**src/sv/cifr_pkg.sv**
```systemverilog
`default_nettype none

package cifr_pkg;

    // Longest pattern and replacement, and the depth of the pending window.
    localparam int PatternMax = 16;
    localparam int Depth      = 16;
    localparam int CharW      = 8;
    localparam int CntW       = $clog2(Depth + 1);
    localparam int IdxW       = $clog2(Depth);
    localparam int CfgW       = 64;
    localparam int CfgIdxW    = 3;
    localparam int LenW       = 5;

    typedef enum logic [CfgIdxW-1:0] {
        REG_PAT_LO  = 3'd0,
        REG_PAT_HI  = 3'd1,
        REG_PAT_LEN = 3'd2,
        REG_RPL_LO  = 3'd3,
        REG_RPL_HI  = 3'd4,
        REG_RPL_LEN = 3'd5
    } t_cfg_reg;

    // Where the emitter takes its characters from.
    typedef enum logic [1:0] {
        SRC_WINDOW,
        SRC_REPL,
        SRC_MARK
    } t_src;

    typedef logic [Depth-1:0][CharW-1:0] t_chars;

    typedef struct packed {
        logic [CharW-1:0] in_char;
        logic             in_last;
    } t_in;

    typedef struct packed {
        logic [CharW-1:0] out_char;
        logic             out_valid;
        logic             out_last;
    } t_out;

    typedef struct packed {
        t_src            kind;
        logic [IdxW-1:0] idx;
        logic [CntW-1:0] left;
        logic            last;
    } t_job;

    typedef struct packed {
        logic shift;
        logic clear;
    } t_cell_ctl;

    // ASCII upper case folds to lower case; every other byte is left alone.
    function automatic logic [CharW-1:0] fold_case(input logic [CharW-1:0] ch);
        logic [CharW-1:0] res;
        res = ch;
        if (ch >= 8'h41 && ch <= 8'h5A) begin
            res = ch + 8'h20;
        end
        return res;
    endfunction

endpackage

`default_nettype wire

```
**src/sv/cifr_cell.sv**
```systemverilog
`default_nettype none

module cifr_cell
    import cifr_pkg::*;
(
    input  wire logic             i_clk,
    input  wire logic             i_rst_n,
    input  wire t_cell_ctl        i_ctl,
    input  wire logic [CharW-1:0] i_char,
    input  wire logic [CharW-1:0] i_char_prev,
    input  wire logic             i_alive_prev,
    input  wire logic [CharW-1:0] i_pat_char,
    input  wire logic             i_keep,
    output logic      [CharW-1:0] o_char,
    output logic                  o_alive,
    output logic                  o_alive_next
);

    logic [CharW-1:0] r_char;
    logic             r_alive;
    logic             n_alive;

    // A partial match one character longer survives if the new character fits here.
    assign o_alive_next = i_alive_prev && (fold_case(i_char) == fold_case(i_pat_char));

    always_comb begin
        n_alive = r_alive;
        if (i_ctl.clear) begin
            n_alive = 1'b0;
        end else if (i_ctl.shift) begin
            n_alive = o_alive_next && i_keep;
        end
    end

    always_ff @(posedge i_clk) begin
        if (!i_rst_n) begin
            r_alive <= 1'b0;
        end else begin
            r_alive <= n_alive;
        end
    end

    always_ff @(posedge i_clk) begin
        if (i_ctl.shift) begin
            r_char <= i_char_prev;
        end
    end

    assign o_char  = r_char;
    assign o_alive = r_alive;

endmodule

`default_nettype wire

```
**src/sv/cifr_emit.sv**
```systemverilog
`default_nettype none

module cifr_emit
    import cifr_pkg::*;
(
    input  wire logic   i_clk,
    input  wire logic   i_rst_n,
    input  wire logic   i_load,
    input  wire t_job   i_job,
    input  wire t_chars i_line,
    input  wire t_chars i_repl,
    output logic        o_ready,
    output logic        o_valid,
    input  wire logic   i_stall,
    output t_out        o_data
);

    t_src            r_kind;
    logic [IdxW-1:0] r_idx;
    logic [CntW-1:0] r_left;
    logic            r_last;
    t_chars          r_buf;
    t_out            r_out;
    logic            r_out_full;

    logic busy;
    logic out_free;
    logic step;
    t_out elem;

    assign busy     = (r_left != '0);
    assign out_free = !r_out_full || !i_stall;
    assign step     = busy && out_free;
    assign o_ready  = !busy || (step && r_left == CntW'(1));

    always_comb begin
        elem.out_valid = 1'b1;
        elem.out_last  = r_last && (r_left == CntW'(1));
        case (r_kind)
            SRC_WINDOW: elem.out_char = r_buf[r_idx];
            SRC_REPL:   elem.out_char = i_repl[r_idx];
            default: begin
                elem.out_char  = '0;
                elem.out_valid = 1'b0;
            end
        endcase
    end

    always_ff @(posedge i_clk) begin
        if (!i_rst_n) begin
            r_kind     <= SRC_WINDOW;
            r_idx      <= '0;
            r_left     <= '0;
            r_last     <= 1'b0;
            r_out_full <= 1'b0;
        end else begin
            if (i_load) begin
                r_kind <= i_job.kind;
                r_idx  <= i_job.idx;
                r_left <= i_job.left;
                r_last <= i_job.last;
            end else if (step) begin
                r_left <= r_left - CntW'(1);
                if (r_kind == SRC_WINDOW) begin
                    r_idx <= r_idx - IdxW'(1);
                end else begin
                    r_idx <= r_idx + IdxW'(1);
                end
            end
            if (step) begin
                r_out_full <= 1'b1;
            end else if (!i_stall) begin
                r_out_full <= 1'b0;
            end
        end
    end

    always_ff @(posedge i_clk) begin
        if (i_load) begin
            r_buf <= i_line;
        end
        if (step) begin
            r_out <= elem;
        end
    end

    assign o_valid = r_out_full;
    assign o_data  = r_out;

    a_load_when_ready: assert property (@(posedge i_clk) disable iff (!i_rst_n)
        i_load |-> o_ready)
        else $error("job loaded while the previous one still had results to give");

    a_left_counts_down: assert property (@(posedge i_clk) disable iff (!i_rst_n)
        (step && !i_load) |=> (r_left == $past(r_left) - CntW'(1)))
        else $error("result count did not fall by one after a result was issued");

    a_job_fits: assert property (@(posedge i_clk) disable iff (!i_rst_n)
        i_load |-> (i_job.left != '0 && i_job.left <= CntW'(Depth)))
        else $error("job with no results or more results than the window holds");

endmodule

`default_nettype wire

```
**src/sv/case_insensitive_find_replace.sv**
```systemverilog
`default_nettype none

// Channel   | Direction | Handshake          | Payload
// ----------+-----------+--------------------+-------------------------------------
// input     | in        | i_valid / o_stall  | i_data: in_char, in_last
// output    | out       | o_valid / i_stall  | o_data: out_char, out_valid, out_last
// config    | in        | i_cfg_we           | i_cfg_idx, i_cfg_data
//
// A request that produces at most one result is taken every cycle while the output is
// not stalled. A request that produces more results holds the input until the emitter
// has handed them all out from its single output register, one result per cycle unless stalled.
// Reset is synchronous and active low; it clears the registers and the window count.
// The window characters need no clearing, since only the counted ones are ever read.
// A stall on the output propagates to o_stall once the emitter has a further result
// queued behind the one waiting in the output register.

module case_insensitive_find_replace
    import cifr_pkg::*;
(
    input  wire logic               i_clk,
    input  wire logic               i_rst_n,
    input  wire logic               i_valid,
    output logic                    o_stall,
    input  wire t_in                i_data,
    output logic                    o_valid,
    input  wire logic               i_stall,
    output t_out                    o_data,
    input  wire logic               i_cfg_we,
    input  wire logic [CfgIdxW-1:0] i_cfg_idx,
    input  wire logic [CfgW-1:0]    i_cfg_data
);

    // Configuration registers.
    logic [CfgW-1:0] r_pat_lo;
    logic [CfgW-1:0] r_pat_hi;
    logic [LenW-1:0] r_pat_len;
    logic [CfgW-1:0] r_rpl_lo;
    logic [CfgW-1:0] r_rpl_hi;
    logic [LenW-1:0] r_rpl_len;

    // Number of characters held back because they might still start a match.
    logic [CntW-1:0] r_count;
    logic [CntW-1:0] n_count;

    t_chars          pat_chars;
    t_chars          rpl_chars;
    t_chars          line;
    logic [CntW-1:0] plen_used;
    logic [CntW-1:0] plen_m1;
    logic [CntW-1:0] rlen_used;
    logic            plen_zero;
    logic            pat_wr;
    logic            emit_ready;
    logic            accept;
    logic            match;
    logic [CntW-1:0] new_count;
    logic [CntW-1:0] lo;
    logic [CntW-1:0] n_total;
    t_job            job;
    logic            load;
    t_cell_ctl       cell_ctl;

    logic [Depth-1:0]            alive_q;
    logic [Depth-1:0]            alive_nx;
    logic [Depth-1:0][CharW-1:0] cell_char;

    assign pat_chars = t_chars'({r_pat_hi, r_pat_lo});
    assign rpl_chars = t_chars'({r_rpl_hi, r_rpl_lo});

    // Lengths in force: anything past the window depth is taken as the full depth.
    assign plen_used = (r_pat_len > LenW'(PatternMax)) ? CntW'(PatternMax) : r_pat_len;
    assign rlen_used = (r_rpl_len > LenW'(Depth)) ? CntW'(Depth) : r_rpl_len;
    assign plen_zero = (plen_used == '0);
    assign plen_m1   = plen_used - CntW'(1);

    // Any write to the pattern throws away what the window holds.
    always_comb begin
        pat_wr = 1'b0;
        if (i_cfg_we) begin
            unique case (t_cfg_reg'(i_cfg_idx)) inside
                REG_PAT_LO, REG_PAT_HI, REG_PAT_LEN: pat_wr = 1'b1;
                default:                              pat_wr = 1'b0;
            endcase
        end
    end

    always_ff @(posedge i_clk) begin
        if (!i_rst_n) begin
            r_pat_lo  <= '0;
            r_pat_hi  <= '0;
            r_pat_len <= '0;
            r_rpl_lo  <= '0;
            r_rpl_hi  <= '0;
            r_rpl_len <= '0;
        end else if (i_cfg_we) begin
            unique case (t_cfg_reg'(i_cfg_idx))
                REG_PAT_LO:  r_pat_lo  <= i_cfg_data;
                REG_PAT_HI:  r_pat_hi  <= i_cfg_data;
                REG_PAT_LEN: r_pat_len <= i_cfg_data[LenW-1:0];
                REG_RPL_LO:  r_rpl_lo  <= i_cfg_data;
                REG_RPL_HI:  r_rpl_hi  <= i_cfg_data;
                REG_RPL_LEN: r_rpl_len <= i_cfg_data[LenW-1:0];
                default: begin
                end
            endcase
        end
    end

    // A request is taken whenever the emitter can accept the work it produces.
    assign accept  = i_valid && emit_ready;
    assign o_stall = !emit_ready;

    // Row of cells. Cell k holds the character received k+1 requests ago and the flag
    // saying that the last k+1 characters spell the first k+1 pattern characters.
    // Every request shifts characters and flags one cell further along the row.
    assign line[0] = i_data.in_char;

    genvar k;
    generate
        for (k = 0; k < Depth; k++) begin : g_cell
            logic alive_prev;
            logic keep;

            if (k == 0) begin : g_head
                assign alive_prev = 1'b1;
            end else begin : g_body
                assign alive_prev = alive_q[k-1];
                assign line[k]    = cell_char[k-1];
            end

            // Only partial matches shorter than the pattern are kept in the row.
            assign keep = (CntW'(k + 1) < plen_used);

            cifr_cell u_cell (
                .i_clk        (i_clk),
                .i_rst_n      (i_rst_n),
                .i_ctl        (cell_ctl),
                .i_char       (i_data.in_char),
                .i_char_prev  (line[k]),
                .i_alive_prev (alive_prev),
                .i_pat_char   (pat_chars[k]),
                .i_keep       (keep),
                .o_char       (cell_char[k]),
                .o_alive      (alive_q[k]),
                .o_alive_next (alive_nx[k])
            );
        end
    endgenerate

    // The longest surviving partial match is the new window; anything older than it
    // can no longer be part of a match and leaves, oldest first.
    always_comb begin
        new_count = '0;
        for (int j = 1; j < Depth; j++) begin
            if (alive_nx[j-1] && (CntW'(j) < plen_used)) begin
                new_count = CntW'(j);
            end
        end
    end

    assign match   = !plen_zero && alive_nx[plen_m1[IdxW-1:0]];
    assign n_total = r_count + CntW'(1);
    assign lo      = i_data.in_last ? '0 : new_count;

    // Work handed to the emitter: a run of window characters from the oldest down,
    // the replacement, or the empty end marker when the last request yields nothing.
    always_comb begin
        job.kind = SRC_WINDOW;
        job.idx  = r_count[IdxW-1:0];
        job.left = n_total - lo;
        job.last = i_data.in_last;
        if (match) begin
            job.idx = '0;
            if (rlen_used != '0) begin
                job.kind = SRC_REPL;
                job.left = rlen_used;
            end else if (i_data.in_last) begin
                job.kind = SRC_MARK;
                job.left = CntW'(1);
            end else begin
                job.left = '0;
            end
        end
    end

    assign load = accept && (job.left != '0);

    assign cell_ctl.shift = accept;
    assign cell_ctl.clear = pat_wr || (accept && (match || i_data.in_last));

    always_comb begin
        n_count = r_count;
        if (pat_wr) begin
            n_count = '0;
        end else if (accept) begin
            n_count = (match || i_data.in_last) ? '0 : new_count;
        end
    end

    always_ff @(posedge i_clk) begin
        if (!i_rst_n) begin
            r_count <= '0;
        end else begin
            r_count <= n_count;
        end
    end

    cifr_emit u_emit (
        .i_clk   (i_clk),
        .i_rst_n (i_rst_n),
        .i_load  (load),
        .i_job   (job),
        .i_line  (line),
        .i_repl  (rpl_chars),
        .o_ready (emit_ready),
        .o_valid (o_valid),
        .i_stall (i_stall),
        .o_data  (o_data)
    );

    a_window_short: assert property (@(posedge i_clk) disable iff (!i_rst_n)
        (r_count == '0) || (r_count < plen_used))
        else $error("window holds as many characters as the pattern is long");

    a_window_backed: assert property (@(posedge i_clk) disable iff (!i_rst_n)
        (r_count != '0) |-> alive_q[r_count[IdxW-1:0] - IdxW'(1)])
        else $error("held characters are not a partial match of the pattern");

    a_flush_on_last: assert property (@(posedge i_clk) disable iff (!i_rst_n)
        (accept && i_data.in_last && !pat_wr) |=> (r_count == '0 && alive_q == '0))
        else $error("window not emptied after the final request of a stream");

endmodule

`default_nettype wire

```
**config.mk**
```make
export PLATFORM = sky130hd
export DESIGN_NAME = case_insensitive_find_replace
export DESIGN_NICKNAME = d
export VERILOG_FILES = /design/src/sv/cifr_pkg.sv /design/src/sv/cifr_cell.sv /design/src/sv/cifr_emit.sv /design/src/sv/case_insensitive_find_replace.sv
export SDC_FILE = /design/constraint.sdc
export NUM_CORES = 1
export LEC_CHECK = 0
export BUFFER_PORTS_ARGS = -buffer_cell sky130_fd_sc_hd__buf_2
export CAP_MARGIN = 10
export CORE_ASPECT_RATIO = 0.6
export CORE_MARGIN = 2
export CORE_UTILIZATION = 55
export DETAILED_ROUTE_END_ITERATION = 6
export GPL_ROUTABILITY_DRIVEN = 0
export GPL_TIMING_DRIVEN = 0
export PLACE_DENSITY = 0.77
export SYNTH_ARGS = -nofsm -noshare
export SYNTH_HDL_FRONTEND = slang
export SYNTH_SLANG_ARGS = --single-unit
```
**constraint.sdc**
```tcl
create_clock -name i_clk -period 8.6 [get_ports i_clk]
set_input_delay 0.86 -clock i_clk [delete_from_list [all_inputs] [get_ports i_clk]]
set_output_delay 0.86 -clock i_clk [all_outputs]
set_load 0.05 [all_outputs]
```
# After elaboration in Yosys (flattened, before gate mapping)
# Cells that the tools add are included.
dict set report word_totals {
  out_inout_bits 12
  inputBits 81
  wordCells 300
  register_bits 557
}
dict set report classes {
  n_mux 58
  n_bitwise 1
  n_lt_le_gt_ge 53
  n_addsub 23
  n_eq_ne 24
  n_reduce_logical 80
}
# cell count
set ops {}
lappend ops {{8-bit two-way mux} 19}
lappend ops {{8-bit by 6-bit adder with 8-bit output (second input constant)} 17}
lappend ops {{8-bit by 7-bit greater-or-equal comparator with 1-bit output (second input constant)} 17}
lappend ops {{8-bit by 7-bit less-or-equal comparator with 1-bit output (second input constant)} 17}
lappend ops {{8-bit equality test} 16}
lappend ops {{5-bit two-way mux} 21}
lappend ops {{8-bit binary-select mux with 4-bit select} 2}
lappend ops {{1-bit logical AND} 54}
lappend ops {{4-bit by 5-bit less-than comparator with 1-bit output (first input constant)} 8}
lappend ops {{3-bit by 5-bit less-than comparator with 1-bit output (first input constant)} 4}
lappend ops {{8-bit case mux with 2 select lines} 1}
lappend ops {{5-bit nonzero test} 3}
lappend ops {{4-bit two-way mux} 3}
lappend ops {{2-bit AND reduction} 6}
lappend ops {{11-bit two-way mux} 1}
lappend ops {{5-bit greater-than comparator (second input constant)} 2}
lappend ops {{2-bit by 5-bit less-than comparator with 1-bit output (first input constant)} 2}
lappend ops {{4-bit by 5-bit less-than comparator with 1-bit output (second input constant)} 2}
lappend ops {{1-bit two-way mux} 8}
lappend ops {{4-bit by 1-bit subtractor with 4-bit output (second input constant)} 2}
lappend ops {{3-bit by 2-bit equality test with 1-bit output (second input constant)} 2}
lappend ops {{3-bit equality test (second input constant)} 2}
lappend ops {{2-bit OR reduction} 3}
lappend ops {{5-bit by 1-bit adder with 5-bit output (second input constant)} 1}
lappend ops {{18 further kinds} 26}

# Logic depth before layout (Yosys ltp)
dict set report logic_depth {
  ltp_word 26
  depth_mapped 27
  mapped_depth_nobuf 25
}

# Modules after synthesis
# From an unflattened synthesis, not the netlist that was laid out.
dict set report unflattened {
  hier_cells 2410
  area_unflattened_um2 26559.2
}
# module area_each_um2 cells_per_inst instances
set by_module_without_submodules {}
lappend by_module_without_submodules {case_insensitive_find_replace 11016.8 1326 1}
lappend by_module_without_submodules {cifr_cell 530.5 45 16}
lappend by_module_without_submodules {cifr_emit 7054.3 364 1}

# Worst setup path after synthesis
# Ideal clock, no wire load.
dict set report synth_timing {
  path_kind {input to register}
  start {input i_data[2] in the netlist's numbering}
  end {register u_emit.r_buf[0] in the netlist's numbering, enable pin}
  setup_slack_ns 2.125
  cell_stages 23
  required_time_ns 8.199
  arrival_ns 6.075
  cell_sequence {buf_4 or4_4 o221a_1 a21o_1 buf_6 xnor2_1 or4_1 a21oi_1 o21ai_0 a21oi_1 o21a_1 nor2_1 nor2_1 ha_1 inv_1 ha_1 inv_1 fa_1 xor2_1 nand4b_1 nor2_1 nor2_1 mux2_4}
}
dict set report synth_via {
  elab_chain_len 25
}
# item line
set synth_lines {}
lappend synth_lines {{start: declaration} case_insensitive_find_replace.sv:24} ;# input wire t_in i_data,
lappend synth_lines {{8-bit by 7-bit greater-or-equal comparator with 1-bit output or 8-bit by 7-bit less-or-equal comparator with 1-bit output (tied branches)} cifr_pkg.sv:60} ;# if (ch >= 8'h41 && ch <= 8'h5A) begin
lappend synth_lines {{1-bit logical AND} cifr_pkg.sv:60}
lappend synth_lines {{8-bit two-way mux (*)} cifr_pkg.sv:60}
lappend synth_lines {{8-bit equality test} cifr_cell.sv:24} ;# assign o_alive_next = i_alive_prev && (fold_case(i_char) == fold_case(i_pat_char));
lappend synth_lines {{1-bit logical AND, on equally long branches} {case_insensitive_find_replace.sv:155, cifr_cell.sv:24}}
lappend synth_lines {{1-bit two-way mux or 1-bit logical AND (tied branches)} case_insensitive_find_replace.sv:155} ;# if (alive_nx[j-1] && (CntW'(j) < plen_used)) begin
lappend synth_lines {{5-bit two-way mux (14 in series)} case_insensitive_find_replace.sv:155}
lappend synth_lines {{5-bit two-way mux} case_insensitive_find_replace.sv:163} ;# assign lo = i_data.in_last ? '0 : new_count;
lappend synth_lines {{5-bit subtractor} case_insensitive_find_replace.sv:170} ;# job.left = n_total - lo;
lappend synth_lines {{11-bit two-way mux (*)} case_insensitive_find_replace.sv:172} ;# if (match) begin
lappend synth_lines {{5-bit nonzero test (*)} case_insensitive_find_replace.sv:186} ;# assign load = accept && (job.left != '0);
lappend synth_lines {{1-bit logical AND (*)} case_insensitive_find_replace.sv:186}
lappend synth_lines {{named net load} case_insensitive_find_replace.sv:60} ;# logic load;
lappend synth_lines {{end signal: assignment} cifr_emit.sv:80} ;# r_buf <= i_line;
lappend synth_lines {{end: declaration} cifr_emit.sv:22} ;# t_chars r_buf;
# The timed path passes the listed nets; every way through them passes the cells marked *. The select of a mux whose other input is x is not followed.
# A chain may end at the register's enable or synchronous reset.

# Worst setup path after layout
dict set report layout_timing {
  start {input i_data[4] in the netlist's numbering}
  end {register u_emit.r_buf[15] in the netlist's numbering, enable pin}
}
# Same word-level chain as after synthesis.

==> impl_metrics.csv <==
group,metric,value,unit
sta,worst_pin_slew,1.39,ns
grt,grt_max_degree,113,
logic_synthesis,synth.avg_cell_area,10.6,sq um
run,drv_cap,0,
sta,finalHoldViolations,0,
critical_path,cp_slowest_stage_delay,1.04,ns
critical_path,endpoint_kind,"register",
clocking,htreeDepth,2,
logic_synthesis,synth_top_area_cell,"edfxtp_1",
critical_path,crit_type,"input port to register",
route,vias_per_cell,6.22,
grt,grt_pass1_vias,17700,
logic_synthesis,synth_top_area_share,31.9,%
run_status,outcome,"finished with violations",
cells_and_area,layout_commonest_cell,"nand2_1",
sta,min_period,7.11,ns
cells_and_area,final_layout_size_suffix_gt1_share,12.4,%
logic_synthesis,synth_cell_type_count,83,
floorplanning,io_pins,93,
cells_and_area,final_cell_mix,"nand2_1 (600), a21oi_1 (304), dfxtp_1 (298), edfxtp_1 (258), clkbuf_1 (111)",
grt,antenna_found_initial,3,
floorplanning,start_util,55.9,%
sta,post-route-period-util,82.7,%
critical_path,crit_cells,23,
worst_hold_path,holdCritStartpoint,"g_cell[14].u_cell.o_char[5]",
floorplanning,row_count,59,
route,drc,4,
critical_path,cp_slowest_cell,"buf_1",
route,ant_nets,0,
clocking,cts_buffers,49,
cells_and_area,final_cell_area,0.0273,sq mm
clocking,root_buffer,"clkbuf_16",
sta,max_freq,141,MHz
logic_synthesis,syn_inst,2283,
critical_path,cp.arrival,7.33,ns
clocking,clockBufferDepth,3,
logic_synthesis,ys_warn_count,0,
route,num_vias,19000,
clocking,hold_buffers,0,
cells_and_area,antenna_cells,0,
critical_path,critPathRequiredTime,8.82,ns
critical_path,r2r_slack,2.73,ns
route,wl,72500,um
logic_synthesis,ys_seq_elements,556,
logic_synthesis,ys_seq_area_share,56.5,%
placed_design,placed_cell_area,0.0256,sq mm
power_and_ir_drop,cellPowerDensity,275,mW/mm^2
sta,relSlewSlack,7.10,%
clocking,clk_pin_slew,0.07,ns
cells_and_area,nets,2545,
logic_synthesis,synth_top_flop_cell,"dfxtp_1",
critical_path,cp_top_family,"simple AND/OR/NAND/NOR gates",
logic_synthesis,syn-num-nets,2395,
clocking,cts_resized,0,
sta,tns,0,ns
placed_design,io_buffers,91,
floorplanning,core_area,0.0434,sq mm
grt,grt_pass1_wl,107000,um
worst_hold_path,hp-class,"register to register",
cells_and_area,num-fill-cells,3392,
logic_synthesis,synth-edff-count,258,
critical_path,cp_max_fo,112,
critical_path,ff2ff_path_depth,22,
route,first_pass_iters,7,
route,drt-wirelength-per-cell,23.8,um
critical_path,reg2reg_from,"r_pat_hi[5]",
power_and_ir_drop,p_leak,9.23,nW
logic_synthesis,postSynth.asyncResetShare,0,%
grt,gr-total-overflow,0,
clocking,postCtsSetupBuffers,0,
critical_path,critical_path.startpoint_type,"input port",
sta,setup_viol,0,
logic_synthesis,synth.area.top_cells,"edfxtp_1 (32%), dfxtp_1 (25%), nand2_1 (9.3%), mux4_2 (7.4%), a21oi_1 (6.3%)",
critical_path,crit_chain,"buf_2, buf_6, buf_1, xor2_1, nor4_1, nand3_1, nor4_1, nand2_1, a21oi_1, o21a_1, o31ai_1, o21ai_0, nand2b_1, ha_1, ha_1, a21o_1, a21oi_1, xnor2_1, nand4b_1, nor2_1, nor2_1, mux2_8, buf_16",
floorplanning,die-area,0.0459,sq mm
sta,rsz0062_at_grt,"no",
clocking,worstSkewPairLatency,0.59,ns
floorplanning,die_w,275,um
critical_path,r2r-end,"u_emit.r_buf[15]",
cells_and_area,syn2layout_area_growth,12.4,%
worst_hold_path,min_path_cells,0,
floorplanning,die_y,167,um
grt,grt_use_total,31.3,%
power_and_ir_drop,ir_worst_vdd,0.297,mV
route,dr.first_iter.drc_count,3026,
sta,finalClockSkew,0.0187,ns
placed_design,dp_hpwl,51900,um
sta,finalMaxSlewViolations,0,
logic_synthesis,netlist_area,0.0243,sq mm
critical_path,crit_buf_inv,4,
run_status,violations,"DRC",
cells_and_area,multi_input_area,0.00986,sq mm
clocking,cts_tree,"built",
clocking,numClockSinks,556,
worst_hold_path,whs_endpoint,"u_emit.r_buf[125]",
cells_and_area,ff_latch_area,0.0137,sq mm
-- report_power, final --
part	internal, mW	total, mW	switching (mW)
Sequential	3.40	3.58	0.177
Combinational	0.560	1.64	1.08
Clock	1.25	2.26	1.01
-- cell usage after synthesis (10+ instances only) --
cell / number
a21boi_0: 11
a21o_1: 11
a21oi_1: 304
a2bb2oi_1: 10
a31oi_1: 25
buf_1: 13
clkbuf_1: 109
dfxtp_1: 298
edfxtp_1: 258
ha_1: 29
inv_1: 36
mux2i_1: 26
mux4_2: 80
nand2_1: 600
nand3_1: 22
nor2_1: 82
nor3_1: 47
nor4_1: 18
o21ai_0: 17
or4_1: 10
xnor2_1: 63
xor2_1: 70
-- per-layer routing --
layer	vias to the layer above	global-route usage, %	share of wire [%]	wire length [um]
met5	-	0	0.036	26
met3	165	12.5	16	11500
met2	1299	43.6	41	29800
met1	9159	45.4	40	29300
met4	4	7.87	2.6	1890
li1	8349	-	-	-
-- how the worst max path moves through the flow --
stage	startpoint	end	slack (ns)
after global routing	i_data[6]	u_emit.r_buf[15]	1.22
final	i_data[4]	u_emit.r_buf[15]	1.49
after detailed placement	i_data[6]	u_emit.r_buf[25]	1.12
after CTS	i_data[6]	u_emit.r_buf[17]	1.73
after global placement	i_stall	g_cell[0].u_cell.o_char[1]	0.62
after floorplan	i_data[2]	u_emit.r_buf[0]	2.12
-- flip-flops by register name, indices dropped and copies added, names as in the netlist, 5 cells and up --
name,count
g_cell.u_cell.o_char,120
u_emit.r_left,5
r_rpl_len,5
r_pat_hi,64
g_cell.u_cell.o_alive,15
r_pat_len,5
u_emit.r_buf,128
r_rpl_lo,64
u_emit.o_data,10
r_pat_lo,64
r_rpl_hi,64
-- through the flow --
stage | hold slack (ns) | worst slack, ns | util, % | total power, mW | std cells
after CTS | 0.428 | 1.73 | 62.7 | 7.47 | 3049
final | 0.425 | 1.49 | 62.8 | 7.49 | 3052
after detailed placement | 0.412 | 1.12 | 58.9 | 5.24 | 2958
after floorplan | 0.400 | 2.12 | - | 4.66 | 2283
after global routing | 0.432 | 1.22 | 62.8 | 7.75 | 3052
after global placement | 0.401 | 0.618 | 58.6 | 5.18 | 2953
-- worst reg2reg max path: cells and delay by family, from the launching register on --
kind / cells / cell delay (ns)
AOI/OAI and AO/OA: 2 / 0.23
xor gates and xnor gates: 1 / 0.20
adders and majority gates: 4 / 1.10
buffers and inverters: 3 / 0.55
DFF: 1 / 0.44
muxes: 1 / 0.39
and+or+nand+nor: 11 / 2.48
-- cell families (layout without fill, tap and decap cells) --
group                    Yosys count  after routing  share of synthesized area [%]
multiplexers                     110            110                           8.70
AND/OR/NAND/NOR                  839            839                           14.5
AO/OA/AOI/OAI                    442            442                           10.9
adder cells (fa/ha/maj)           31             31                           1.66
XOR/XNOR                         133            133                           4.80
buffers and inverters            172            362                           2.92
flip-flops                       556            556                           56.5
-- final cells by class --
cell class / instances / share of cell area (%)
clock buffers: 64 / 5.19
well taps: 579 / 2.66
repair buffers: 99 / 2.19
multi-input cells: 1555 / 36.2
inverters: 38 / 0.523
flip-flops and latches: 556 / 50.3
clock inverters: 27 / 0.845
plain buffers: 134 / 2.09
Note: power is estimated with default switching activity, not from simulation.
